`config.mk`:
```
export PLATFORM = sky130hd
export DESIGN_NAME = gain_scheduled_heading_pid_core
export DESIGN_NICKNAME = d
export VERILOG_FILES = /design/src/rtl/core/gshp_pkg.sv /design/src/rtl/core/gshp_cfg.sv /design/src/rtl/core/gshp_step.sv /design/src/rtl/core/gain_scheduled_heading_pid_core.sv
export SDC_FILE = /design/constraint.sdc
export NUM_CORES = 2
export LEC_CHECK = 0
export ABC_AREA = 1
export BUFFER_PORTS_ARGS = -buffer_cell sky130_fd_sc_hd__buf_2
export CAP_MARGIN = 15
export CORE_UTILIZATION = 50
export DETAILED_ROUTE_END_ITERATION = 8
export GPL_ROUTABILITY_DRIVEN = 1
export PLACE_DENSITY_LB_ADDON = 0.15
export SETUP_SLACK_MARGIN = 0.02
export SYNTH_ARGS = -nofsm -noshare
export SYNTH_HDL_FRONTEND = slang
export SYNTH_SLANG_ARGS = --single-unit
```
`constraint.sdc`:
```
create_clock -name clock -period 21.8 [get_ports clock]
set_input_delay 0 -clock clock [delete_from_list [all_inputs] [get_ports clock]]
set_output_delay 0 -clock clock [all_outputs]
set_load 0.005 [all_outputs]
```
`src/rtl/core/gshp_pkg.sv`:
```
// Shared types, codes and constants of the gain-scheduled heading PID core.
// No dependencies; every other file of the core imports this package.
package gshp_pkg;

   typedef enum logic {
      REQ_TICK  = 1'b0,
      REQ_START = 1'b1
   } req_kind_type;

   typedef enum logic [1:0] {
      ST_RUN     = 2'd0,
      ST_REACHED = 2'd1,
      ST_STOP    = 2'd2,
      ST_IDLE    = 2'd3
   } loop_status_type;

   typedef enum logic {
      CSR_TARGET = 1'b0,
      CSR_LIMIT  = 1'b1
   } csr_index_type;

   localparam int ANGLE_W  = 16;
   localparam int MV_W     = 14;
   localparam int DRIVE_W  = 16;
   localparam int ERR_W    = 17;
   localparam int INTEG_W  = 22;
   localparam int TICK_W   = 16;
   localparam int CSR_W    = 16;

   // tick_limit / 100 by reciprocal: (x * 83887) >> 23 is exact for 16-bit x
   localparam int LIMIT_RECIP_W = 17;
   localparam logic [LIMIT_RECIP_W-1:0] LIMIT_RECIP = 17'd83887;
   localparam int LIMIT_SHIFT = 23;
   localparam int LIMIT_Q_W   = 10;

   localparam int INT_WINDOW = 500;
   localparam int DRIVE_MAX  = 32767;
   localparam int INTEG_MAX  = 2097151;
   localparam int INTEG_MIN  = -2097152;

   localparam logic [MV_W-1:0] BAND_HI_MV  = 14'd8200;
   localparam logic [MV_W-1:0] BAND_MID_MV = 14'd7900;
   localparam logic [MV_W-1:0] BAND_LO_MV  = 14'd7700;

   localparam int KP_MILLI [4] = '{1000, 1200, 1400, 1500};
   localparam int KI_MILLI [4] = '{450, 650, 770, 800};
   localparam int KD_MILLI [4] = '{3500, 3600, 3500, 3500};

   typedef struct packed {
      req_kind_type            kind;
      logic signed [ANGLE_W-1:0] angle;
      logic [MV_W-1:0]         mv;
   } req_item_type;

   typedef struct packed {
      logic signed [DRIVE_W-1:0] drive;
      loop_status_type           status;
      logic signed [ERR_W-1:0]   error;
   } rsp_item_type;

   typedef struct packed {
      logic signed [ANGLE_W-1:0] target;
      logic [LIMIT_Q_W-1:0]      limit_ticks;
   } cfg_type;

   // gain in Q.frac, rounded to nearest; elaboration use only
   function automatic int gain_q(input int milli, input int frac);
      return ((milli << frac) + 500) / 1000;
   endfunction

endpackage

```
`src/rtl/core/gshp_cfg.sv`:
```
// Configuration registers: heading target and tick limit in whole ticks.
// Depends on gshp_pkg.
module gshp_cfg
   import gshp_pkg::*;
(
   input  logic             clock,
   input  logic             reset,
   input  logic             csr_we,
   input  logic             csr_addr,
   input  logic [CSR_W-1:0] csr_wdata,
   output cfg_type          cfg
);

   logic signed [ANGLE_W-1:0]           target_ff;
   logic [LIMIT_Q_W-1:0]                limit_q_ff;
   logic [CSR_W+LIMIT_RECIP_W-1:0]      limit_prod;

   assign limit_prod = (CSR_W+LIMIT_RECIP_W)'(csr_wdata) *
                       (CSR_W+LIMIT_RECIP_W)'(LIMIT_RECIP);

   always_ff @(posedge clock) begin
      if (reset) begin
         target_ff  <= '0;
         limit_q_ff <= '0;
      end else if (csr_we) begin
         unique case (csr_index_type'(csr_addr))
            CSR_TARGET: target_ff  <= signed'(csr_wdata);
            CSR_LIMIT:  limit_q_ff <= limit_prod[LIMIT_SHIFT +: LIMIT_Q_W];
            default:    target_ff  <= target_ff;
         endcase
      end
   end

   assign cfg.target      = target_ff;
   assign cfg.limit_ticks = limit_q_ff;

endmodule

```
`src/rtl/core/gshp_step.sv`:
```
// Loop state and one PID step: band select, P/I/D terms, truncation, saturation.
// Depends on gshp_pkg; state advances on each item handed on by the top level.
module gshp_step
   import gshp_pkg::*;
#(
   parameter int GAIN_FRAC_BITS = 8
)(
   input  logic         clock,
   input  logic         reset,
   input  logic         fire,
   input  req_item_type item,
   input  cfg_type      cfg,
   output rsp_item_type rsp
);

   localparam int F  = GAIN_FRAC_BITS;
   localparam int GW = F + 3;
   localparam int BW = ((ERR_W + F > INTEG_W) ? ERR_W + F : INTEG_W) + 1;
   localparam int IW = BW + GW;
   localparam int PW = ERR_W + GW;
   localparam int DW = ERR_W + 1 + GW;
   localparam int SW = ((DW > INTEG_W) ? DW : INTEG_W) + 2;

   localparam logic signed [GW-1:0] KP_TAB [4] = '{
      GW'(gain_q(KP_MILLI[0], F)), GW'(gain_q(KP_MILLI[1], F)),
      GW'(gain_q(KP_MILLI[2], F)), GW'(gain_q(KP_MILLI[3], F))};
   localparam logic signed [GW-1:0] KI_TAB [4] = '{
      GW'(gain_q(KI_MILLI[0], F)), GW'(gain_q(KI_MILLI[1], F)),
      GW'(gain_q(KI_MILLI[2], F)), GW'(gain_q(KI_MILLI[3], F))};
   localparam logic signed [GW-1:0] KD_TAB [4] = '{
      GW'(gain_q(KD_MILLI[0], F)), GW'(gain_q(KD_MILLI[1], F)),
      GW'(gain_q(KD_MILLI[2], F)), GW'(gain_q(KD_MILLI[3], F))};

   logic [TICK_W-1:0]          tick_ff, tick_in;
   logic signed [INTEG_W-1:0]  integ_ff, integ_in;
   logic signed [ERR_W-1:0]    prev_ff, prev_in;
   logic signed [ERR_W-1:0]    cur_ff, cur_in;
   logic signed [DRIVE_W-1:0]  held_ff, held_in;
   logic                       active_ff, active_in;

   logic signed [ERR_W-1:0]    err;
   logic signed [ERR_W:0]      derr;
   logic [1:0]                 band;
   logic                       in_window;
   logic signed [BW-1:0]       base;
   logic signed [IW-1:0]       iprod, iprod_adj, itrunc;
   logic signed [INTEG_W-1:0]  integ_step;
   logic signed [PW-1:0]       pterm;
   logic signed [DW-1:0]       dterm;
   logic signed [SW-1:0]       sum, sum_adj, strunc;
   logic signed [DRIVE_W-1:0]  drive_step;

   assign err  = {cfg.target[ANGLE_W-1], cfg.target} - {item.angle[ANGLE_W-1], item.angle};
   assign derr = {err[ERR_W-1], err} - {prev_ff[ERR_W-1], prev_ff};

   always_comb begin
      priority if (item.mv > BAND_HI_MV)
         band = 2'd0;
      else if (item.mv > BAND_MID_MV && item.mv < BAND_HI_MV)
         band = 2'd1;
      else if (item.mv > BAND_LO_MV && item.mv < BAND_MID_MV)
         band = 2'd2;
      else
         band = 2'd3;
   end

   assign in_window = (err > ERR_W'(-INT_WINDOW)) && (err < ERR_W'(INT_WINDOW));

   // integral: (acc + e) * kI, truncated toward zero, saturated to 22 bits, zero outside the window
   assign base      = BW'(integ_ff) + (BW'(err) <<< F);
   assign iprod     = IW'(base) * IW'(KI_TAB[band]);
   assign iprod_adj = iprod + (iprod[IW-1] ? IW'(2**F - 1) : IW'(0));
   assign itrunc    = iprod_adj >>> F;

   always_comb begin
      priority if (!in_window)
         integ_step = '0;
      else if (itrunc > IW'(INTEG_MAX))
         integ_step = INTEG_W'(INTEG_MAX);
      else if (itrunc < IW'(INTEG_MIN))
         integ_step = INTEG_W'(INTEG_MIN);
      else
         integ_step = itrunc[INTEG_W-1:0];
   end

   assign pterm   = PW'(err) * PW'(KP_TAB[band]);
   assign dterm   = DW'(derr) * DW'(KD_TAB[band]);
   assign sum     = SW'(pterm) + SW'(integ_step) + SW'(dterm);
   assign sum_adj = sum + (sum[SW-1] ? SW'(2**F - 1) : SW'(0));
   assign strunc  = sum_adj >>> F;

   always_comb begin
      priority if (strunc > SW'(DRIVE_MAX))
         drive_step = DRIVE_W'(DRIVE_MAX);
      else if (strunc < SW'(-DRIVE_MAX))
         drive_step = DRIVE_W'(-DRIVE_MAX);
      else
         drive_step = strunc[DRIVE_W-1:0];
   end

   always_comb begin
      tick_in    = tick_ff;
      integ_in   = integ_ff;
      prev_in    = prev_ff;
      cur_in     = cur_ff;
      held_in    = held_ff;
      active_in  = active_ff;
      rsp.drive  = held_ff;
      rsp.status = ST_RUN;
      priority if (item.kind == REQ_START) begin
         tick_in   = '0;
         integ_in  = '0;
         prev_in   = '0;
         cur_in    = err;
         active_in = 1'b1;
      end else if (!active_ff) begin
         rsp.status = ST_IDLE;
      end else if (item.angle == cfg.target) begin
         active_in  = 1'b0;
         rsp.status = ST_REACHED;
      end else if (tick_ff == TICK_W'(cfg.limit_ticks) ||
                   (cur_ff == '0 && prev_ff == '0)) begin
         active_in  = 1'b0;
         held_in    = '0;
         rsp.drive  = '0;
         rsp.status = ST_STOP;
      end else begin
         integ_in  = integ_step;
         prev_in   = err;
         cur_in    = err;
         held_in   = drive_step;
         rsp.drive = drive_step;
         tick_in   = tick_ff + 1'b1;
      end
      rsp.error = cur_in;
   end

   always_ff @(posedge clock) begin
      if (reset) begin
         tick_ff   <= '0;
         integ_ff  <= '0;
         prev_ff   <= '0;
         cur_ff    <= '0;
         held_ff   <= '0;
         active_ff <= 1'b0;
      end else if (fire) begin
         tick_ff   <= tick_in;
         integ_ff  <= integ_in;
         prev_ff   <= prev_in;
         cur_ff    <= cur_in;
         held_ff   <= held_in;
         active_ff <= active_in;
      end
   end

endmodule

```
`src/rtl/core/gain_scheduled_heading_pid_core.sv`:
```
// Top level of the gain-scheduled heading PID core: request register, result register.
// Depends on gshp_pkg, gshp_cfg and gshp_step.
//
//   channel | direction | payload
//   req_    | in        | tuser: req_type; tdata: angle_sample, battery_mv
//   rsp_    | out       | tuser: loop_status; tdata: drive_out, error_out
//   csr_    | in        | csr_addr 0 target_angle, 1 tick_limit; write only
//
// One request per cycle unless a stalled result holds the request register.
// The PID step sits between the request register and the result register.
// Reset clears loop state, configuration registers and valid flags; the loop comes up idle.
// A stalled result holds; the request register keeps taking a new request
// whenever the step can hand its result on in the same cycle.
module gain_scheduled_heading_pid_core
   import gshp_pkg::*;
#(
   parameter int GAIN_FRAC_BITS = 8
)(
   input  logic             clock,
   input  logic             reset,
   input  logic             req_tvalid,
   output logic             req_tready,
   input  logic [31:0]      req_tdata,   // [15:0] angle_sample, [29:16] battery_mv, rest 0
   input  logic             req_tuser,   // [0] req_type
   output logic             rsp_tvalid,
   input  logic             rsp_tready,
   output logic [39:0]      rsp_tdata,   // [15:0] drive_out, [32:16] error_out, rest 0
   output logic [1:0]       rsp_tuser,   // [1:0] loop_status
   input  logic             csr_we,
   input  logic             csr_addr,
   input  logic [CSR_W-1:0] csr_wdata
);

   req_item_type item_ff;
   logic         in_valid_ff, in_valid_in;
   rsp_item_type rsp_ff, rsp_step;
   logic         rsp_valid_ff, rsp_valid_in;
   cfg_type      cfg;
   logic         advance, accept;

   assign advance    = in_valid_ff && (!rsp_valid_ff || rsp_tready);
   assign req_tready = !in_valid_ff || advance;
   assign accept     = req_tvalid && req_tready;

   assign in_valid_in  = accept ? 1'b1 : (advance ? 1'b0 : in_valid_ff);
   assign rsp_valid_in = advance ? 1'b1 : (rsp_tready ? 1'b0 : rsp_valid_ff);

   always_ff @(posedge clock) begin
      if (reset) begin
         in_valid_ff  <= 1'b0;
         rsp_valid_ff <= 1'b0;
      end else begin
         in_valid_ff  <= in_valid_in;
         rsp_valid_ff <= rsp_valid_in;
      end
   end

   always_ff @(posedge clock) begin
      if (accept) begin
         item_ff.kind  <= req_kind_type'(req_tuser);
         item_ff.angle <= signed'(req_tdata[ANGLE_W-1:0]);
         item_ff.mv    <= req_tdata[ANGLE_W +: MV_W];
      end
      if (advance) begin
         rsp_ff <= rsp_step;
      end
   end

   gshp_cfg u_cfg (
      .clock     (clock),
      .reset     (reset),
      .csr_we    (csr_we),
      .csr_addr  (csr_addr),
      .csr_wdata (csr_wdata),
      .cfg       (cfg)
   );

   gshp_step #(
      .GAIN_FRAC_BITS (GAIN_FRAC_BITS)
   ) u_step (
      .clock (clock),
      .reset (reset),
      .fire  (advance),
      .item  (item_ff),
      .cfg   (cfg),
      .rsp   (rsp_step)
   );

   assign rsp_tvalid = rsp_valid_ff;
   assign rsp_tdata  = {7'd0, rsp_ff.error, rsp_ff.drive};
   assign rsp_tuser  = rsp_ff.status;

   a_stop_zero_drive: assert property (@(posedge clock) disable iff (reset)
      rsp_valid_ff && rsp_ff.status == ST_STOP |-> rsp_ff.drive == '0)
      else $error("stop result with nonzero drive");

   a_drive_range: assert property (@(posedge clock) disable iff (reset)
      rsp_valid_ff |-> rsp_ff.drive != {1'b1, {(DRIVE_W-1){1'b0}}})
      else $error("drive outside saturation range");

   a_start_runs: assert property (@(posedge clock) disable iff (reset)
      advance && item_ff.kind == REQ_START |=> rsp_ff.status == ST_RUN)
      else $error("start request did not report running");

   a_no_overwrite: assert property (@(posedge clock) disable iff (reset)
      in_valid_ff && !advance |-> !req_tready)
      else $error("request register overwritten before hand-on");

endmodule

```
**Word level (Yosys, flattened, before mapping)**

Index checks and enable logic that the tools add are counted.

- Input port bits: 55
- Flip-flop bits (word level): 183
- Word-level logic and storage cells: 117
- Bits in writable memories: 0
- Bits in latches: 0
- Memories: 0
- Output and inout bits: 44
- ROM bits: 0

- Reductions and logical operators: 20
- Div/mod/pow operators: 0
- Shift-type cells: 0
- Multiply operators: 4
- Eq/ne operators: 4
- Bitwise logic cells: 3
- Multiplexer cells: 50
- $lt $le $gt $ge: 12
- Add/subtract/negate cells: 8

Operator list:

| operator | count |
|---|---|
| 22-bit two-way mux | 7 |
| 16-bit two-way mux | 9 |
| 17-bit two-way mux | 8 |
| 11-bit binary-select mux with 2-bit select | 3 |
| 11-bit two-way mux | 6 |
| 37-bit by 9-bit adder with 37-bit output | 1 |
| 26-bit by 11-bit multiplier with 37-bit output | 1 |
| 17-bit zero test | 2 |
| 16-bit by 17-bit multiplier with 33-bit output (second input constant) | 1 |
| 31-bit by 9-bit adder with 31-bit output | 1 |
| 29-bit by 29-bit adder with 30-bit output | 1 |
| 28-bit by 22-bit adder with 29-bit output | 1 |
| 29-bit by 22-bit > comparator with 1-bit output (second input constant) | 1 |
| 29-bit by 22-bit < comparator with 1-bit output (second input constant) | 1 |
| 18-bit by 11-bit multiplier with 29-bit output | 1 |
| 14-bit by 13-bit > comparator with 1-bit output (second input constant) | 2 |
| 17-bit by 11-bit multiplier with 28-bit output | 1 |
| 22-bit by 25-bit adder with 26-bit output | 1 |
| 23-bit by 16-bit > comparator with 1-bit output (second input constant) | 1 |
| 23-bit by 16-bit < comparator with 1-bit output (second input constant) | 1 |
| 18-bit two-way mux | 1 |
| 17-bit by 17-bit subtractor with 18-bit output | 1 |
| 17-bit by 10-bit > comparator with 1-bit output (second input constant) | 1 |
| 17-bit by 10-bit < comparator with 1-bit output (second input constant) | 1 |
| 20 further kinds | 47 |

**Logic depth before layout (Yosys ltp)**

- Depth in word-level cells: 27
- Depth in mapped cells: 117
- Gate-level depth less buffers: 113

**Hierarchy**

From an unflattened synthesis, not the netlist that was laid out.

- Cells, all modules: 4754
- Area, all modules: 36231.0 um2

By module, submodules not included:

| module | times used | area each (um2) | cells an instance | sequential area each (um2) |
|---|---|---|---|---|
| gshp_step | 1 | 27487.6 | 3823 | 1781.7 |
| gshp_cfg | 1 | 6613.8 | 845 | 520.5 |
| gain_scheduled_heading_pid_core | 1 | 2129.5 | 86 | 2021.9 |

**Worst setup path before layout**

Ideal clock, no wire load.

- Kind: reg-to-reg
- From: register item_ff[14] (netlist bit)
- To: register rsp_ff, in the netlist rsp_tdata[8] (data pin)
- Library setup time: 0.252 ns
- Slack: 6.639 ns
- Period minus slack after synthesis: 15.161 ns
- Cell stages (with the launch flop): 105
- Data required time: 21.548 ns
- Arrival: 14.908 ns
- Buffers on the path: 6
- Path through: edfxtp_1 > ha_1 > fa_1 > xnor2_1 > ha_1 > a21oi_1 > nand2_1 > a21oi_1 > o21bai_1 > nand2_1 > nand2_1 > a21oi_1 > or2_2 > nand2_1 > a21oi_1 > o21ai_0 > nand3_1 > nand2_1 > [... 69 more ...] > nand2_1 > nand2_1 > buf_4 > nand2_1 > nand2_1 > nand2_1 > nand2_1 > nor2_1 > nand2_1 > o21ai_2 > nand2_2 > buf_6 > nand2_1 > nand2_1 > nand2_1 > nand2_1 > nand2_1 > nand2_1

RTL lines:

| item | line | text |
|---|---|---|
| start: declaration | gain_scheduled_heading_pid_core.sv:34 | `req_item_type item_ff;` |
| end signal: assignment | gain_scheduled_heading_pid_core.sv:65 | `rsp_ff <= rsp_step;` |
| end: declaration | gain_scheduled_heading_pid_core.sv:36 | `rsp_item_type rsp_ff, rsp_step;` |

==> results by group <==
STA
  • Total count of hold-check failures in the final report: 0
  • Setup violation total in the final timing report: 0
  • Number of max-slew violations in the final report: 0
  • Setup TNS Final: 0 ps
  • Setup repair after global routing missed its margin: no
  • Slew headroom: 0.299
  • Slew @ Worst Pin: ~1000 ps
  • Post-route clock period utilization: 0.880
  • Final worst path period need: approximately 19,000 ps
  • Maximum operating frequency: approximately 52 MHz
  • Post-Route Skew: approximately 24 ps

Synth
  • Most repeated cell in the gate-level netlist after synthesis: inv_1
  • Commonest cells in the synthesized netlist: inv_1 (1,231), nand2_1 (901), fa_1 (524), ha_1 (442), nor2_1 (341)
  • Largest cells by area after synthesis: fa_1 (30%), ha_1 (16%), inv_1 (13%), nand2_1 (9.5%), dfxtp_1 (6.6%)
  • Synthesized area divided by synthesized cell count: between 7 and 8 µm²
  • Distinct cells, synth: 62
  • Area leader, netlist: fa_1
  • Number of cells produced by synthesis: between 4,000 and 5,000
  • Dominant synthesized flop cell: dfxtp_1
  • FF+latch count, synth: around 180
  • Number of enable-type register cells in the synthesized netlist: between 60 and 70
  • Synth Warn #: 0
  • Top cell type's share of synthesized area: 0.295
  • Share of synthesized area occupied by flip-flops and latches: 0.122
  • Post-synth design cell area: approximately 36,000 µm²
  • Share of flip-flops with an asynchronous set or reset: 0

Global routing
  • Global-route wire length before repair: approximately 150,000 µm
  • Via count of the first global-routing pass: around 28,000
  • Initial antenna violation count: 0
  • Maximum number of pins on one net before global-route repair: 61
  • Combined global-route utilization of all metal layers: 0.263
  • Total overflow reported by the global router: 0

Setup path
  • Worst reg-to-reg setup slack: between 2000 and 3000 ps
  • Data required, critical path: around 22,000 ps
  • Cell with the largest stage delay on the worst path: xor2_1
  • CP Launch Type: flip-flop
  • Gate family responsible for the most delay along the worst path: simple AND/OR/NAND/NOR gates
  • Nature of the critical path endpoint: flip-flop
  • Largest stage delay on the critical path: roughly 800 ps
  • R2R Path Start: item_ff[14]
  • Classification of the worst setup path: flip-flop to flip-flop
  • Depth of the most critical reg-to-reg path: just under 90
  • Sum of buffers and inverters on the critical path: 11
  • Capture instance of the worst register-to-register path: rsp_tdata[0]
  • Arrival time of data at the critical path endpoint: between 15,000 and 20,000 ps
  • Most numerous cell on the critical path: nand2_1
  • Crit-path max FO: 29

Final layout
  • Number of inserted diodes: 0
  • Fraction of final layout cells sized beyond drive strength 1: 0.0418
  • Layout Nets: between 5,000 and 6,000
  • Utilization after layout: 0.544
  • Area Overhead vs Synth: 7.35%

Routing
  • DRT Pass-1 Iters: 7
  • DRC viols: 0
  • Average wire per standard cell: about 16 µm
  • ANT nets after route: 0
  • Avg Vias per Cell: ~5
  • Vias after detailed routing: around 29,000
  • Iter 0 DRT Violations: between 1,500 and 2,000
  • Total Wirelength: 91,100 µm

Min path
  • Hold Crit Endpoint: u_cfg.target_ff[8]
  • Start point of the worst min-delay path: csr_wdata[8]
  • Hold Path Cell Cnt: 3
  • Kind of path behind the tightest hold check: primary input to flip-flop

Clocking
  • Root cell of the clock tree: clkbuf_16
  • Count of H-tree levels built during CTS: 4
  • Post-CTS clock slew at the launch and capture registers of the worst setup and hold paths: roughly 70 ps
  • Clock tree from TritonCTS: built
  • Maximum count of clock buffers along a single path: 2
  • Clock Sink Count: roughly 180
  • # resized after CTS: 0
  • Num CTS Buffers: 17
  • Later-pin clock latency in the skew report: 500 ps

Floorplan
  • Starting density of the core: 0.507
  • I/O Pins: 99
  • Horizontal extent of the die: between 200 and 300 µm
  • Chip Height: between 200 and 300 µm
  • Die area: approximately 70,000 µm²
  • Standard cell core area: around 70,000 µm²
  • Cell Rows: 97

Place
  • Final Wtd Congestion: ~0.97
  • Number of port buffers: ~90
  • Detailed-placement wirelength estimate: about 78,000 µm

Status
  • Result of the run: completed

Run
  • Max-cap check violation count: 0
-- kinds of logic after synthesis --
family | after synthesis | share of synthesized area
simple gates | 1534 | 0.177
flops | 183 | 0.122
compound gates | 478 | 0.0762
buf+inv | 1322 | 0.142
other cells | 1 | 0.000106
fa+ha+maj | 966 | 0.451
xor+xnor | 130 | 0.0320
-- flip-flops by register name (all words and copies together) (netlist names) --
register,count
u_step.tick_ff,16
u_step.prev_ff,17
rsp_tuser,2
in_valid_ff,1
u_step.held_ff,16
u_step.integ_ff,22
u_step.cur_ff,17
u_step.active_ff,1
rsp_tdata,33
item_ff,31
u_cfg.target_ff,16
u_cfg.limit_q_ff,10
rsp_tvalid,1
-- final cells by class --
cell class / count / area [µm²]
flip-flops and latches: 183 / 4320
fillers: 6839 / 32000
well taps: 940 / 1180
multi-input cells: 3115 / 26200
inverters: 1241 / 4660
repair buffers: 168 / 1160
clock buffers: 22 / 518
clock inverters: 10 / 98.8
-- cells in the final DEF (no fill, tap or decap), drive strengths merged, types with 48 or more instances in the layout --
| master | n |
|---|---|
| a21oi | 232 |
| buf | 120 |
| dfxtp | 117 |
| dlygate4sd3 | 48 |
| edfxtp | 66 |
| fa | 524 |
| ha | 442 |
| inv | 1243 |
| nand2 | 912 |
| nand3 | 151 |
| nor2 | 344 |
| o21ai | 148 |
| xor2 | 89 |
-- timing repair --
action	CTS	global route
hold endpoints to repair	47	0
setup buffers	0	0
hold buffers	48	0
-- worst min-delay path, stage by stage --
cell and delay, ps:
buf_2 190, inv_1 170, a21oi_1 80
-- metal layers --
layer | global-route usage | up-vias | wire, µm
met4 | 0.0610 | 0 | 1830
met5 | 0 | - | 0
met3 | 0.0293 | 101 | 4100
met2 | 0.423 | 643 | 40900
li1 | - | 14249 | -
met1 | 0.380 | 13554 | 44200
-- through the flow --
step                      cell area (µm²)  cells  hold slack, ps  setup WS (ps)
after floorplan                     35600   4620            98.9           6640
after global placement              37000   5599             177           2720
after detailed placement            37000   5599             178           2590
after CTS                           38100   5679            1.67           2580
after global routing                38100   5679            15.5            840
final                               38100   5679            11.2           2620
-- worst max path at each step --
stage / startpoint / to / cells after the start
after floorplan: item_ff[14] / rsp_tdata[8] / 104
after global placement: item_ff[14] / rsp_tdata[0] / 92
after detailed placement: item_ff[14] / rsp_tdata[0] / 92
after CTS: item_ff[14] / rsp_tdata[0] / 92
after global routing: item_ff[14] / rsp_tdata[12] / 89
final: item_ff[14] / rsp_tdata[0] / 89
Power is left out: the tool's default activity adds up to more than one toggle a clock period on the data nets, which glitch-free logic cannot reach.
